**config.mk**
```make
export PLATFORM = sky130hd
export DESIGN_NAME = stable_priority_queue_with_remove_top_flat
export DESIGN_NICKNAME = d
export VERILOG_FILES = /design/src/spq_pkg.sv /design/src/spq_req_if.sv /design/src/spq_rsp_if.sv /design/src/spq_cell.sv /design/src/stable_priority_queue_with_remove_top.sv /design/src/flat_wrapper.sv
export SDC_FILE = /design/constraint.sdc
export NUM_CORES = 2
export LEC_CHECK = 0
export ABC_CLOCK_PERIOD_IN_PS = 13500
export BUFFER_PORTS_ARGS = -buffer_cell sky130_fd_sc_hd__buf_2
export CORE_MARGIN = 2
export CORE_UTILIZATION = 60
export DETAILED_ROUTE_END_ITERATION = 7
export PLACE_DENSITY = 0.77
export SETUP_SLACK_MARGIN = 0.4
export SYNTH_ARGS = -nofsm -noshare
export SYNTH_HDL_FRONTEND = slang
export SYNTH_HIERARCHICAL = 1
export SYNTH_SLANG_ARGS = --single-unit
```
**constraint.sdc**
```tcl
create_clock -name clk -period 13.5 [get_ports clk]
set_input_delay 2.7 -clock clk [delete_from_list [all_inputs] [get_ports clk]]
set_output_delay 2.7 -clock clk [all_outputs]
set_load 0.02 [all_outputs]
```
**src/spq_pkg.sv**
```systemverilog
// shared types and codes for the stable priority queue
// no dependencies; compile first

package spq_pkg;

    localparam int PRIO_W = 8;
    localparam int ID_W   = 16;
    localparam int TAG_W  = 16;
    localparam int OP_W   = 2;
    localparam int STAT_W = 2;
    localparam int OCC_W  = 5;

    // request op codes
    localparam logic [OP_W-1:0] OP_INSERT = 2'd0;
    localparam logic [OP_W-1:0] OP_POP    = 2'd1;
    localparam logic [OP_W-1:0] OP_REMOVE = 2'd2;

    // response status codes
    localparam logic [STAT_W-1:0] STAT_OK   = 2'd0;
    localparam logic [STAT_W-1:0] STAT_MISS = 2'd1;
    localparam logic [STAT_W-1:0] STAT_FULL = 2'd2;

    typedef logic [2:0] cell_cmd_t;

    // per-cell commands
    localparam cell_cmd_t CMD_HOLD     = 3'd0;
    localparam cell_cmd_t CMD_CMP_GE   = 3'd1;
    localparam cell_cmd_t CMD_CMP_ID   = 3'd2;
    localparam cell_cmd_t CMD_CMP_HEAD = 3'd3;
    localparam cell_cmd_t CMD_INSERT   = 3'd4;
    localparam cell_cmd_t CMD_REMOVE   = 3'd5;

    typedef struct packed {
        logic [PRIO_W-1:0] prio;
        logic [ID_W-1:0]   id;
        logic [TAG_W-1:0]  tag;
    } entry_t;

    // broadcast control from the sequencer to every cell
    typedef struct packed {
        cell_cmd_t         cmd;
        logic [PRIO_W-1:0] prio;
        logic [ID_W-1:0]   tid;
        entry_t            ent;
    } cell_ctl_t;

    // what a cell shows its neighbors
    typedef struct packed {
        logic   valid;
        logic   flag;
        entry_t ent;
    } cell_link_t;

endpackage

```
**src/spq_req_if.sv**
```systemverilog
// request channel of the stable priority queue
// depends on spq_pkg

interface spq_req_if import spq_pkg::*; ();
    logic              valid;
    logic              ready;
    logic [OP_W-1:0]   op;
    logic [PRIO_W-1:0] priority_req;
    logic [TAG_W-1:0]  tag;
    logic [ID_W-1:0]   target_id;

    modport source (output valid, output op, output priority_req, output tag,
                    output target_id, input ready);
    modport sink (input valid, input op, input priority_req, input tag,
                  input target_id, output ready);
endinterface

```
**src/spq_rsp_if.sv**
```systemverilog
// response channel of the stable priority queue
// depends on spq_pkg

interface spq_rsp_if import spq_pkg::*; ();
    logic              valid;
    logic              ready;
    logic [STAT_W-1:0] status;
    logic [ID_W-1:0]   entry_id;
    logic [PRIO_W-1:0] entry_priority;
    logic [TAG_W-1:0]  entry_tag;
    logic [OCC_W-1:0]  occupancy;

    modport source (output valid, output status, output entry_id, output entry_priority,
                    output entry_tag, output occupancy, input ready);
    modport sink (input valid, input status, input entry_id, input entry_priority,
                  input entry_tag, input occupancy, output ready);
endinterface

```
**src/spq_cell.sv**
```systemverilog
// one slot of the sorted queue: holds an entry, compares it, shifts with neighbors
// depends on spq_pkg

module spq_cell import spq_pkg::*; (
    input  logic       clk,
    input  logic       rst_n,
    input  cell_ctl_t  ctl,
    input  logic       head,
    input  cell_link_t left,
    input  cell_link_t right,
    input  logic       seen_in,
    output logic       seen_out,
    output cell_link_t self,
    output entry_t     taken
);

    logic   valid_reg;
    logic   valid_next;
    logic   flag_reg;
    logic   flag_next;
    entry_t ent_reg;
    entry_t ent_next;

    always_comb
    begin
        valid_next = valid_reg;
        flag_next  = flag_reg;
        ent_next   = ent_reg;
        unique case (ctl.cmd)
            CMD_CMP_GE:
            begin
                flag_next = valid_reg && (ent_reg.prio >= ctl.prio);
            end
            CMD_CMP_ID:
            begin
                flag_next = valid_reg && (ent_reg.id == ctl.tid);
            end
            CMD_CMP_HEAD:
            begin
                flag_next = valid_reg && head;
            end
            CMD_INSERT:
            begin
                // keepers stay, the first non-keeper takes the new entry, the rest shift right
                if (!flag_reg)
                begin
                    ent_next = left.flag ? ctl.ent : left.ent;
                end
                valid_next = valid_reg | left.valid;
            end
            CMD_REMOVE:
            begin
                // the removed slot and all behind it pull from the right
                if (seen_in || flag_reg)
                begin
                    ent_next   = right.ent;
                    valid_next = right.valid;
                end
            end
            default:
            begin
            end
        endcase
    end

    always_ff @(posedge clk or negedge rst_n)
    begin
        if (!rst_n)
        begin
            valid_reg <= 1'b0;
            flag_reg  <= 1'b0;
        end
        else
        begin
            valid_reg <= valid_next;
            flag_reg  <= flag_next;
        end
    end

    always_ff @(posedge clk)
    begin
        ent_reg <= ent_next;
    end

    assign seen_out   = seen_in | flag_reg;
    assign self.valid = valid_reg;
    assign self.flag  = flag_reg;
    assign self.ent   = ent_reg;
    assign taken      = (flag_reg && !seen_in) ? ent_reg : '0;

endmodule

```
**src/stable_priority_queue_with_remove_top.sv**
```systemverilog
// top level of the stable priority queue with removal by id
// depends on spq_pkg, spq_req_if, spq_rsp_if, spq_cell

// Sorted queue of up to CAPACITY entries (priority, id, tag) held in a row of
// cells, highest priority at cell 0, equal priorities in arrival order. Each
// request passes through the states idle (accepted), eval (every cell compares
// its entry against the request at once) and apply (the row shifts by one
// place, right for insert, left for pop or remove, and the response is
// registered); apply waits while the response register is full and not being
// emptied. A new request is taken only once the last has been applied; the
// response is held in an output register, so the next request may be accepted
// while it waits. Insert assigns the next value of a wrapping 16-bit id
// counter; refused inserts (full) do not advance it. Op code 3 does nothing
// and returns ok. Occupancy is the count after the request, low five bits.

module stable_priority_queue_with_remove_top import spq_pkg::*; #(
    parameter int CAPACITY = 16
) (
    input logic        clk,
    input logic        rst_n,
    spq_req_if.sink    req,
    spq_rsp_if.source  rsp
);

    localparam int CNT_W = $clog2(CAPACITY + 1);

    // sequencer states
    localparam logic [1:0] ST_IDLE  = 2'd0;
    localparam logic [1:0] ST_EVAL  = 2'd1;
    localparam logic [1:0] ST_APPLY = 2'd2;

    logic [1:0]        state_reg;
    logic [1:0]        state_next;

    // captured request
    logic [OP_W-1:0]   op_reg;
    logic [PRIO_W-1:0] prio_reg;
    logic [TAG_W-1:0]  tag_reg;
    logic [ID_W-1:0]   tid_reg;

    logic [CNT_W-1:0]  cnt_reg;
    logic [CNT_W-1:0]  cnt_next;
    logic [ID_W-1:0]   next_id_reg;
    logic [ID_W-1:0]   next_id_next;

    // response register
    logic              out_valid_reg;
    logic              out_valid_next;
    logic [STAT_W-1:0] out_status_reg;
    logic [STAT_W-1:0] out_status_next;
    entry_t            out_ent_reg;
    entry_t            out_ent_next;
    logic [CNT_W-1:0]  out_cnt_reg;

    // cell row wiring
    cell_ctl_t         ctl;
    cell_link_t        link [CAPACITY];
    logic [CAPACITY:0] seen;
    entry_t            taken [CAPACITY];
    entry_t            taken_any;
    logic [CAPACITY-1:0] valid_vec;

    logic              accept;
    logic              load_out;
    logic              full;
    logic              found;

    assign accept   = req.valid && req.ready;
    assign req.ready = (state_reg == ST_IDLE);
    assign full     = (cnt_reg == CNT_W'(CAPACITY));
    assign found    = seen[CAPACITY];
    // the apply step waits until the response register is free or being emptied
    assign load_out = (state_reg == ST_APPLY) && (!out_valid_reg || rsp.ready);

    assign seen[0] = 1'b0;

    genvar gi;
    generate
        for (gi = 0; gi < CAPACITY; gi++)
        begin : g_cell
            cell_link_t left_in;
            cell_link_t right_in;

            if (gi == 0)
            begin : g_head
                // head sees an always-keeping neighbor so insert can land at slot 0
                assign left_in = '{valid: 1'b1, flag: 1'b1, ent: '0};
            end
            else
            begin : g_body
                assign left_in = link[gi-1];
            end

            if (gi == CAPACITY - 1)
            begin : g_tail
                assign right_in = '{valid: 1'b0, flag: 1'b0, ent: '0};
            end
            else
            begin : g_mid
                assign right_in = link[gi+1];
            end

            spq_cell u_cell (
                .clk      (clk),
                .rst_n    (rst_n),
                .ctl      (ctl),
                .head     (gi == 0),
                .left     (left_in),
                .right    (right_in),
                .seen_in  (seen[gi]),
                .seen_out (seen[gi+1]),
                .self     (link[gi]),
                .taken    (taken[gi])
            );

            assign valid_vec[gi] = link[gi].valid;
        end
    endgenerate

    // at most one cell shows a nonzero taken entry
    always_comb
    begin
        taken_any = '0;
        for (int i = 0; i < CAPACITY; i++)
        begin
            taken_any = taken_any | taken[i];
        end
    end

    // cell command for this cycle
    always_comb
    begin
        ctl.cmd      = CMD_HOLD;
        ctl.prio     = prio_reg;
        ctl.tid      = tid_reg;
        ctl.ent.prio = prio_reg;
        ctl.ent.id   = next_id_reg;
        ctl.ent.tag  = tag_reg;
        if (state_reg == ST_EVAL)
        begin
            unique case (op_reg)
                OP_INSERT: ctl.cmd = CMD_CMP_GE;
                OP_POP:    ctl.cmd = CMD_CMP_HEAD;
                OP_REMOVE: ctl.cmd = CMD_CMP_ID;
                default:   ctl.cmd = CMD_HOLD;
            endcase
        end
        else if (load_out)
        begin
            unique case (op_reg)
                OP_INSERT: ctl.cmd = full ? CMD_HOLD : CMD_INSERT;
                OP_POP,
                OP_REMOVE: ctl.cmd = found ? CMD_REMOVE : CMD_HOLD;
                default:   ctl.cmd = CMD_HOLD;
            endcase
        end
    end

    // sequencer, counters and response
    always_comb
    begin
        state_next      = state_reg;
        cnt_next        = cnt_reg;
        next_id_next    = next_id_reg;
        out_status_next = out_status_reg;
        out_ent_next    = out_ent_reg;
        out_valid_next  = out_valid_reg && !rsp.ready;

        unique case (state_reg)
            ST_IDLE:
            begin
                if (accept)
                begin
                    state_next = ST_EVAL;
                end
            end
            ST_EVAL:
            begin
                state_next = ST_APPLY;
            end
            ST_APPLY:
            begin
                if (load_out)
                begin
                    state_next      = ST_IDLE;
                    out_valid_next  = 1'b1;
                    out_status_next = STAT_OK;
                    out_ent_next    = '0;
                    unique case (op_reg)
                        OP_INSERT:
                        begin
                            if (full)
                            begin
                                out_status_next = STAT_FULL;
                            end
                            else
                            begin
                                out_ent_next.id = next_id_reg;
                                next_id_next    = next_id_reg + 1'b1;
                                cnt_next        = cnt_reg + 1'b1;
                            end
                        end
                        OP_POP,
                        OP_REMOVE:
                        begin
                            if (found)
                            begin
                                out_ent_next = taken_any;
                                cnt_next     = cnt_reg - 1'b1;
                            end
                            else
                            begin
                                out_status_next = STAT_MISS;
                            end
                        end
                        default:
                        begin
                        end
                    endcase
                end
            end
            default:
            begin
                state_next = ST_IDLE;
            end
        endcase
    end

    always_ff @(posedge clk or negedge rst_n)
    begin
        if (!rst_n)
        begin
            state_reg     <= ST_IDLE;
            cnt_reg       <= '0;
            next_id_reg   <= '0;
            out_valid_reg <= 1'b0;
        end
        else
        begin
            state_reg     <= state_next;
            cnt_reg       <= cnt_next;
            next_id_reg   <= next_id_next;
            out_valid_reg <= out_valid_next;
        end
    end

    // request capture and response payload
    always_ff @(posedge clk)
    begin
        if (accept)
        begin
            op_reg   <= req.op;
            prio_reg <= req.priority_req;
            tag_reg  <= req.tag;
            tid_reg  <= req.target_id;
        end
        if (load_out)
        begin
            out_cnt_reg <= cnt_next;
        end
        out_status_reg <= out_status_next;
        out_ent_reg    <= out_ent_next;
    end

    assign rsp.valid          = out_valid_reg;
    assign rsp.status         = out_status_reg;
    assign rsp.entry_id       = out_ent_reg.id;
    assign rsp.entry_priority = out_ent_reg.prio;
    assign rsp.entry_tag      = out_ent_reg.tag;
    assign rsp.occupancy      = OCC_W'(out_cnt_reg);

    // occupied slots always form a prefix starting at slot 0
    assert property (@(posedge clk) disable iff (!rst_n)
        (valid_vec & (valid_vec + 1'b1)) == '0)
        else $error("occupied slots are not a prefix");

    // entry counter tracks the occupied slots
    assert property (@(posedge clk) disable iff (!rst_n)
        $countones(valid_vec) == int'(cnt_reg))
        else $error("entry count disagrees with occupied slots");

    // a pending response reports the current count
    assert property (@(posedge clk) disable iff (!rst_n)
        rsp.valid |-> (out_cnt_reg == cnt_reg))
        else $error("response occupancy is stale");

    // a full status is only given when every slot is taken
    assert property (@(posedge clk) disable iff (!rst_n)
        (rsp.valid && (rsp.status == STAT_FULL)) |-> full)
        else $error("full status with free slots");

endmodule

```
**src/flat_wrapper.sv**
```systemverilog
// flat-port wrapper written by rule: the top's interface ports become plain ports
module stable_priority_queue_with_remove_top_flat import spq_pkg::*;
#(
    parameter int CAPACITY = 16
)
  (clk, rst_n, req_valid, req_op, req_priority_req, req_tag, req_target_id, req_ready, rsp_valid, rsp_status, rsp_entry_id, rsp_entry_priority, rsp_entry_tag, rsp_occupancy, rsp_ready);
  spq_req_if req_i ();
  spq_rsp_if rsp_i ();
  input logic clk;
  input logic rst_n;
  input wire logic [$bits(req_i.valid)-1:0] req_valid;
  input wire logic [$bits(req_i.op)-1:0] req_op;
  input wire logic [$bits(req_i.priority_req)-1:0] req_priority_req;
  input wire logic [$bits(req_i.tag)-1:0] req_tag;
  input wire logic [$bits(req_i.target_id)-1:0] req_target_id;
  output wire logic [$bits(req_i.ready)-1:0] req_ready;
  output wire logic [$bits(rsp_i.valid)-1:0] rsp_valid;
  output wire logic [$bits(rsp_i.status)-1:0] rsp_status;
  output wire logic [$bits(rsp_i.entry_id)-1:0] rsp_entry_id;
  output wire logic [$bits(rsp_i.entry_priority)-1:0] rsp_entry_priority;
  output wire logic [$bits(rsp_i.entry_tag)-1:0] rsp_entry_tag;
  output wire logic [$bits(rsp_i.occupancy)-1:0] rsp_occupancy;
  input wire logic [$bits(rsp_i.ready)-1:0] rsp_ready;
  assign req_i.valid = req_valid;
  assign req_i.op = req_op;
  assign req_i.priority_req = req_priority_req;
  assign req_i.tag = req_tag;
  assign req_i.target_id = req_target_id;
  assign req_ready = req_i.ready;
  assign rsp_valid = rsp_i.valid;
  assign rsp_status = rsp_i.status;
  assign rsp_entry_id = rsp_i.entry_id;
  assign rsp_entry_priority = rsp_i.entry_priority;
  assign rsp_entry_tag = rsp_i.entry_tag;
  assign rsp_occupancy = rsp_i.occupancy;
  assign rsp_i.ready = rsp_ready;
  stable_priority_queue_with_remove_top #(.CAPACITY(CAPACITY)) u_core (.clk(clk), .rst_n(rst_n), .req(req_i), .rsp(rsp_i));
endmodule
```
# Word level (Yosys, flattened, before mapping)
# Index checks and enable logic that the tools add are counted.
# W data, S select, Z words.
[classes]
n_addsub = 3
magnitude_cmp = 16
n_eq_ne = 60
mux = 149
n_bitwise = 46
n_reduce_logical = 124
[ops]
columns = ["op", "count"]
rows = [
  ["$mux W40", 63],
  ["$pmux W40 S2", 16],
  ["$or A40 B40 Y40", 15],
  ["$eq A16 B16 Y1", 16],
  ["$ge A8 B8 Y1", 16],
  ["$ne A2 B2 Y1 const B", 33],
  ["$logic_and A1 B1 Y1", 50],
  ["$pmux W1 S3", 16],
  ["$reduce_and A3 Y1", 16],
  ["$reduce_and A2 Y1", 19],
  ["$mux W32", 1],
  ["$pmux W1 S2", 16],
  ["$pmux W16 S2", 1],
  ["$or A1 B1 Y1", 30],
  ["$mux W5", 4],
  ["$mux W1", 19],
  ["$logic_not A1 Y1", 17],
  ["$add A16 B1 Y16 const B", 1],
  ["$logic_or A1 B1 Y1", 16],
  ["$mux W16", 1],
  ["$mux W3", 4],
  ["$pmux W2 S3", 2],
  ["$pmux W5 S2", 1],
  ["$eq A3 B2 Y1 const B", 2],
  ["17 further kinds", 23],
]
[totals]
reg_bits = 785
in_bits = 46
out_inout_bits = 49
elab_cells = 491

# Longest topological paths before layout
[logic_depth]
depth_word = 22
ltp_mapped = 41
depth_no_buf = 39

# Modules after synthesis
# The synthesis kept the hierarchy.
[by_module_without_submodules]
columns = ["module", "instances", "cells_each", "area_per_inst_um2", "seq_area_each_um2"]
rows = [
  ["spq_cell", 16, 289, 2826.5, 1251.2],
  ["stable_priority_queue_with_remove_top", 1, 483, 5635.4, 3273.1],
]

# Worst setup path before layout
# OpenSTA, ideal clock, no wires.
[synth_path]
path_type = "input to register"
from = "input rsp_ready"
to = "register u_core.g_cell[0].u_cell.ent_reg (netlist bit u_core/g_cell[0].u_cell/self[0]) (enable)"
setup_ps = 451
arrival_time_ps = 8712
t_required_ps = 13049
path_slack_ps = 4338
stages = 8
path_buffers = 3
cell_sequence = "nor2b_1 -> or3_1 -> clkbuf_1 -> a21oi_1 -> nand3b_1 -> buf_4 -> buf_2 -> a21oi_1"
[synth_lines]
columns = ["element", "line", "rtl"]
rows = [
  ["start: declaration", "flat_wrapper.sv:23", "input wire logic [$bits(rsp_i.ready)-1:0] rsp_ready;"],
  ["end signal: assignment", "spq_cell.sv:82", "ent_reg <= ent_next;"],
  ["end: declaration", "spq_cell.sv:21", "entry_t ent_reg;"],
]

==> impl_metrics.csv <==
group,metric,value,unit
sta,fin_ws,5860,ps
clock_network,path_clk_slew,60,ps
grt,grt-busiest-layer,"met2",
power_and_ir_drop,seq_power_share,41.6,%
clock_network,clockBufferDepth,3,
die,rows,106,
min_path,min_to,"u_core/g_cell[15].u_cell/valid_reg$_DFFE_PN0P_",
drt,drt-initial-drc-count,5628,
power_and_ir_drop,powerDensity,161,nW/um^2
power_and_ir_drop,ir_drop,0.113,mV
worst_setup_path,reg2reg_depth,40,
final_layout,layout-drive-gt1-share,6.55,%
placement,io_buffers,94,
final_layout,largest_register_ffs,640,
grt,grt_pass1_vias,39400,
die,start_util,60.7,%
worst_setup_path,worst-r2r-setup-slack,5860,ps
sta,slew_violations,0,
worst_setup_path,critical-path-max-stage-delay,770,ps
grt,antenna_found_initial,4,
sta,fin_worst_skew,29.9,ps
grt,grt_util_met2,58.0,%
clock_network,clockRootBuffer,"clkbuf_16",
sta,finalHoldViolations,0,
clock_network,cts-hold-fix-buffers,0,
placement,dp_slack,6090,ps
clock_network,cts_tree,"yes",
power_and_ir_drop,power_switching_share,36.2,%
worst_setup_path,crit_fanout,83,
worst_setup_path,worstSetupStartpointType,"flop",
die,io_pins,95,
drt,drt-total-wl,169,mm
clock_network,ctsResizeCount,0,
clock_network,cts_setup_buffers,0,
worst_setup_path,worst_ep_required_time,13860,ps
sta,period_minus_slack,7640,ps
drt,wl_per_cell,26.6,um
run,drv_cap,0,
synth,synth_area,50900,sq um
min_path,hold_start,"u_core/g_cell[15].u_cell/valid_reg$_DFFE_PN0P_",
status,status,"complete, no violations",
sta,rsz0062_at_grt,"no",
worst_setup_path,endpoint_kind,"flop",
die,die_h,295,um
synth,syn_area_per_cell,9.96,sq um
power_and_ir_drop,p_switching,3.20,mW
power_and_ir_drop,internal_power,5.64,mW
worst_setup_path,r2r_start,"u_core/g_cell[0].u_cell/flag_reg$_DFFE_PN0P_",
synth,yosysWarningCount,6,
drt,num_vias,41600,
power_and_ir_drop,pwr-share-clk,26.6,%
grt,use_met3,6.56,%
placement,hpwl,106,mm
grt,gr-total-overflow,0,
clock_network,clock_latency,670,ps
sta,tns,0,ps
worst_setup_path,cpMaxStageDelayCell,"buf_4",
min_path,hold_depth,1,
final_layout,fillers,6670,
min_path,hold_class,"reg -> reg",
drt,drc,0,
die,die_area,87100,sq um
worst_setup_path,cp.arrival,8010,ps
drt,viasPerCell,6.55,
drt,ant_nets,0,
sta,tightest_slew,1260,ps
final_layout,seq_area,23300,sq um
grt,track_usage,38.0,%
die,core-area,83800,sq um
power_and_ir_drop,total_power,8.84,mW
final_layout,fin_nets,5323,
placement,place_congestion,0.928,
grt,grtUsageMet1,51.1,%
drt,first_pass_iters,6,
sta,setup_viol,0,
final_layout,multi_input_area,25600,sq um
die,die_x,295,um
grt,grt_pass1_wl,248,mm
clock_network,cts.htree.levels,3,
grt,grt_max_degree,84,
worst_setup_path,crit_type,"reg -> reg",
power_and_ir_drop,leakagePower,20.5,nW
worst_setup_path,reg2reg_to,"u_core/g_cell[7].u_cell/self[19]$_DFFE_PP_",
clock_network,cts_buffers,90,
clock_network,clock_sinks,785,
sta,fin_crit_sh,56.6,%
final_layout,area_growth,7.93,%
power_and_ir_drop,p_comb_share,31.8,%
sta,fmax,0.131,GHz
sta,max_slew_margin,16.0,%
synth,syn-instance-count,5106,
## cells in the final DEF, fill, tap and decap left out, drive strengths merged, types with 27 or more instances in the layout
| cell type | instances |
|---|---|
| a21oi | 710 |
| buf | 180 |
| clkbuf | 113 |
| ha | 134 |
| nand2 | 64 |
| nand3 | 27 |
| a211oi | 49 |
| dfrtp | 56 |
| nand3b | 32 |
| nor3 | 41 |
| o21ai | 65 |
| clkinv | 35 |
| xnor2 | 250 |
| nor4 | 162 |
| inv | 189 |
| a41oi | 39 |
| and2 | 644 |
| nand4 | 69 |
| mux2i | 640 |
| nor2 | 743 |
| o211ai | 32 |
| conb | 101 |
| edfxtp | 729 |
## worst max-delay path: cells and delay by family, from the launching register on
family,cells,cell delay (ps)
flip-flops,1,610
AO/OA/AOI/OAI,2,500
buffers and inverters,20,3570
AND/OR/NAND/NOR,18,2620
## stage by stage
step	hold WS [ps]	instance area [sq um]	utilization (%)	instances
5_1_grt	560	54900	65.5	6341
3_5_place_dp	526	52200	62.2	6185
2_1_floorplan	494	51200	-	5205
3_3_place_gp	524	52200	62.2	6185
6_report	537	54900	65.5	6344
4_1_cts	539	54900	65.5	6341
## routing by layer
layer	wire [um]	share of wire [%]
met1	64500	38
met2	73600	44
met3	19600	12
met4	11000	6.5
met5	11	0.0065
## area by class of cell
class                           instances  share of cell area, %
Timing Repair Buffer                  180                   2.03
Clock inverter                         43                  0.625
Tap cell                             1134                   2.59
Sequential cell                       785                   42.5
Inverter                              186                   1.27
Antenna cell                            3                 0.0137
Multi-Input combinational cell       3900                   46.7
Clock buffer                          113                   4.32
## how the worst max path moves through the flow
stage                                                       to  slack (ps)                                         start  cells after the start
floorplan            u_core/g_cell[0].u_cell/self[0]$_DFFE_PP_        4340                                     rsp_ready                      8
detailed placement  u_core/g_cell[7].u_cell/self[12]$_DFFE_PP_        6090  u_core/g_cell[0].u_cell/flag_reg$_DFFE_PN0P_                     40
CTS                 u_core/g_cell[7].u_cell/self[16]$_DFFE_PP_        6050  u_core/g_cell[0].u_cell/flag_reg$_DFFE_PN0P_                     40
global route        u_core/g_cell[7].u_cell/self[31]$_DFFE_PP_        5220  u_core/g_cell[0].u_cell/flag_reg$_DFFE_PN0P_                     40
global placement    u_core/g_cell[7].u_cell/self[10]$_DFFE_PP_        6000  u_core/g_cell[0].u_cell/flag_reg$_DFFE_PN0P_                     40
finish              u_core/g_cell[7].u_cell/self[19]$_DFFE_PP_        5860  u_core/g_cell[0].u_cell/flag_reg$_DFFE_PN0P_                     40
## power by group through the flow
stage / combinational, mW / clock, mW / sequential (mW)
2_1_floorplan: 2.05 / 0 / 3.54
3_3_place_gp: 2.63 / 0 / 3.71
3_5_place_dp: 2.71 / 0 / 3.71
4_1_cts: 2.72 / 2.35 / 3.66
5_1_grt: 2.96 / 2.45 / 3.71
6_report: 2.81 / 2.35 / 3.68
No activity file was read; power rests on OpenSTA's default activity.
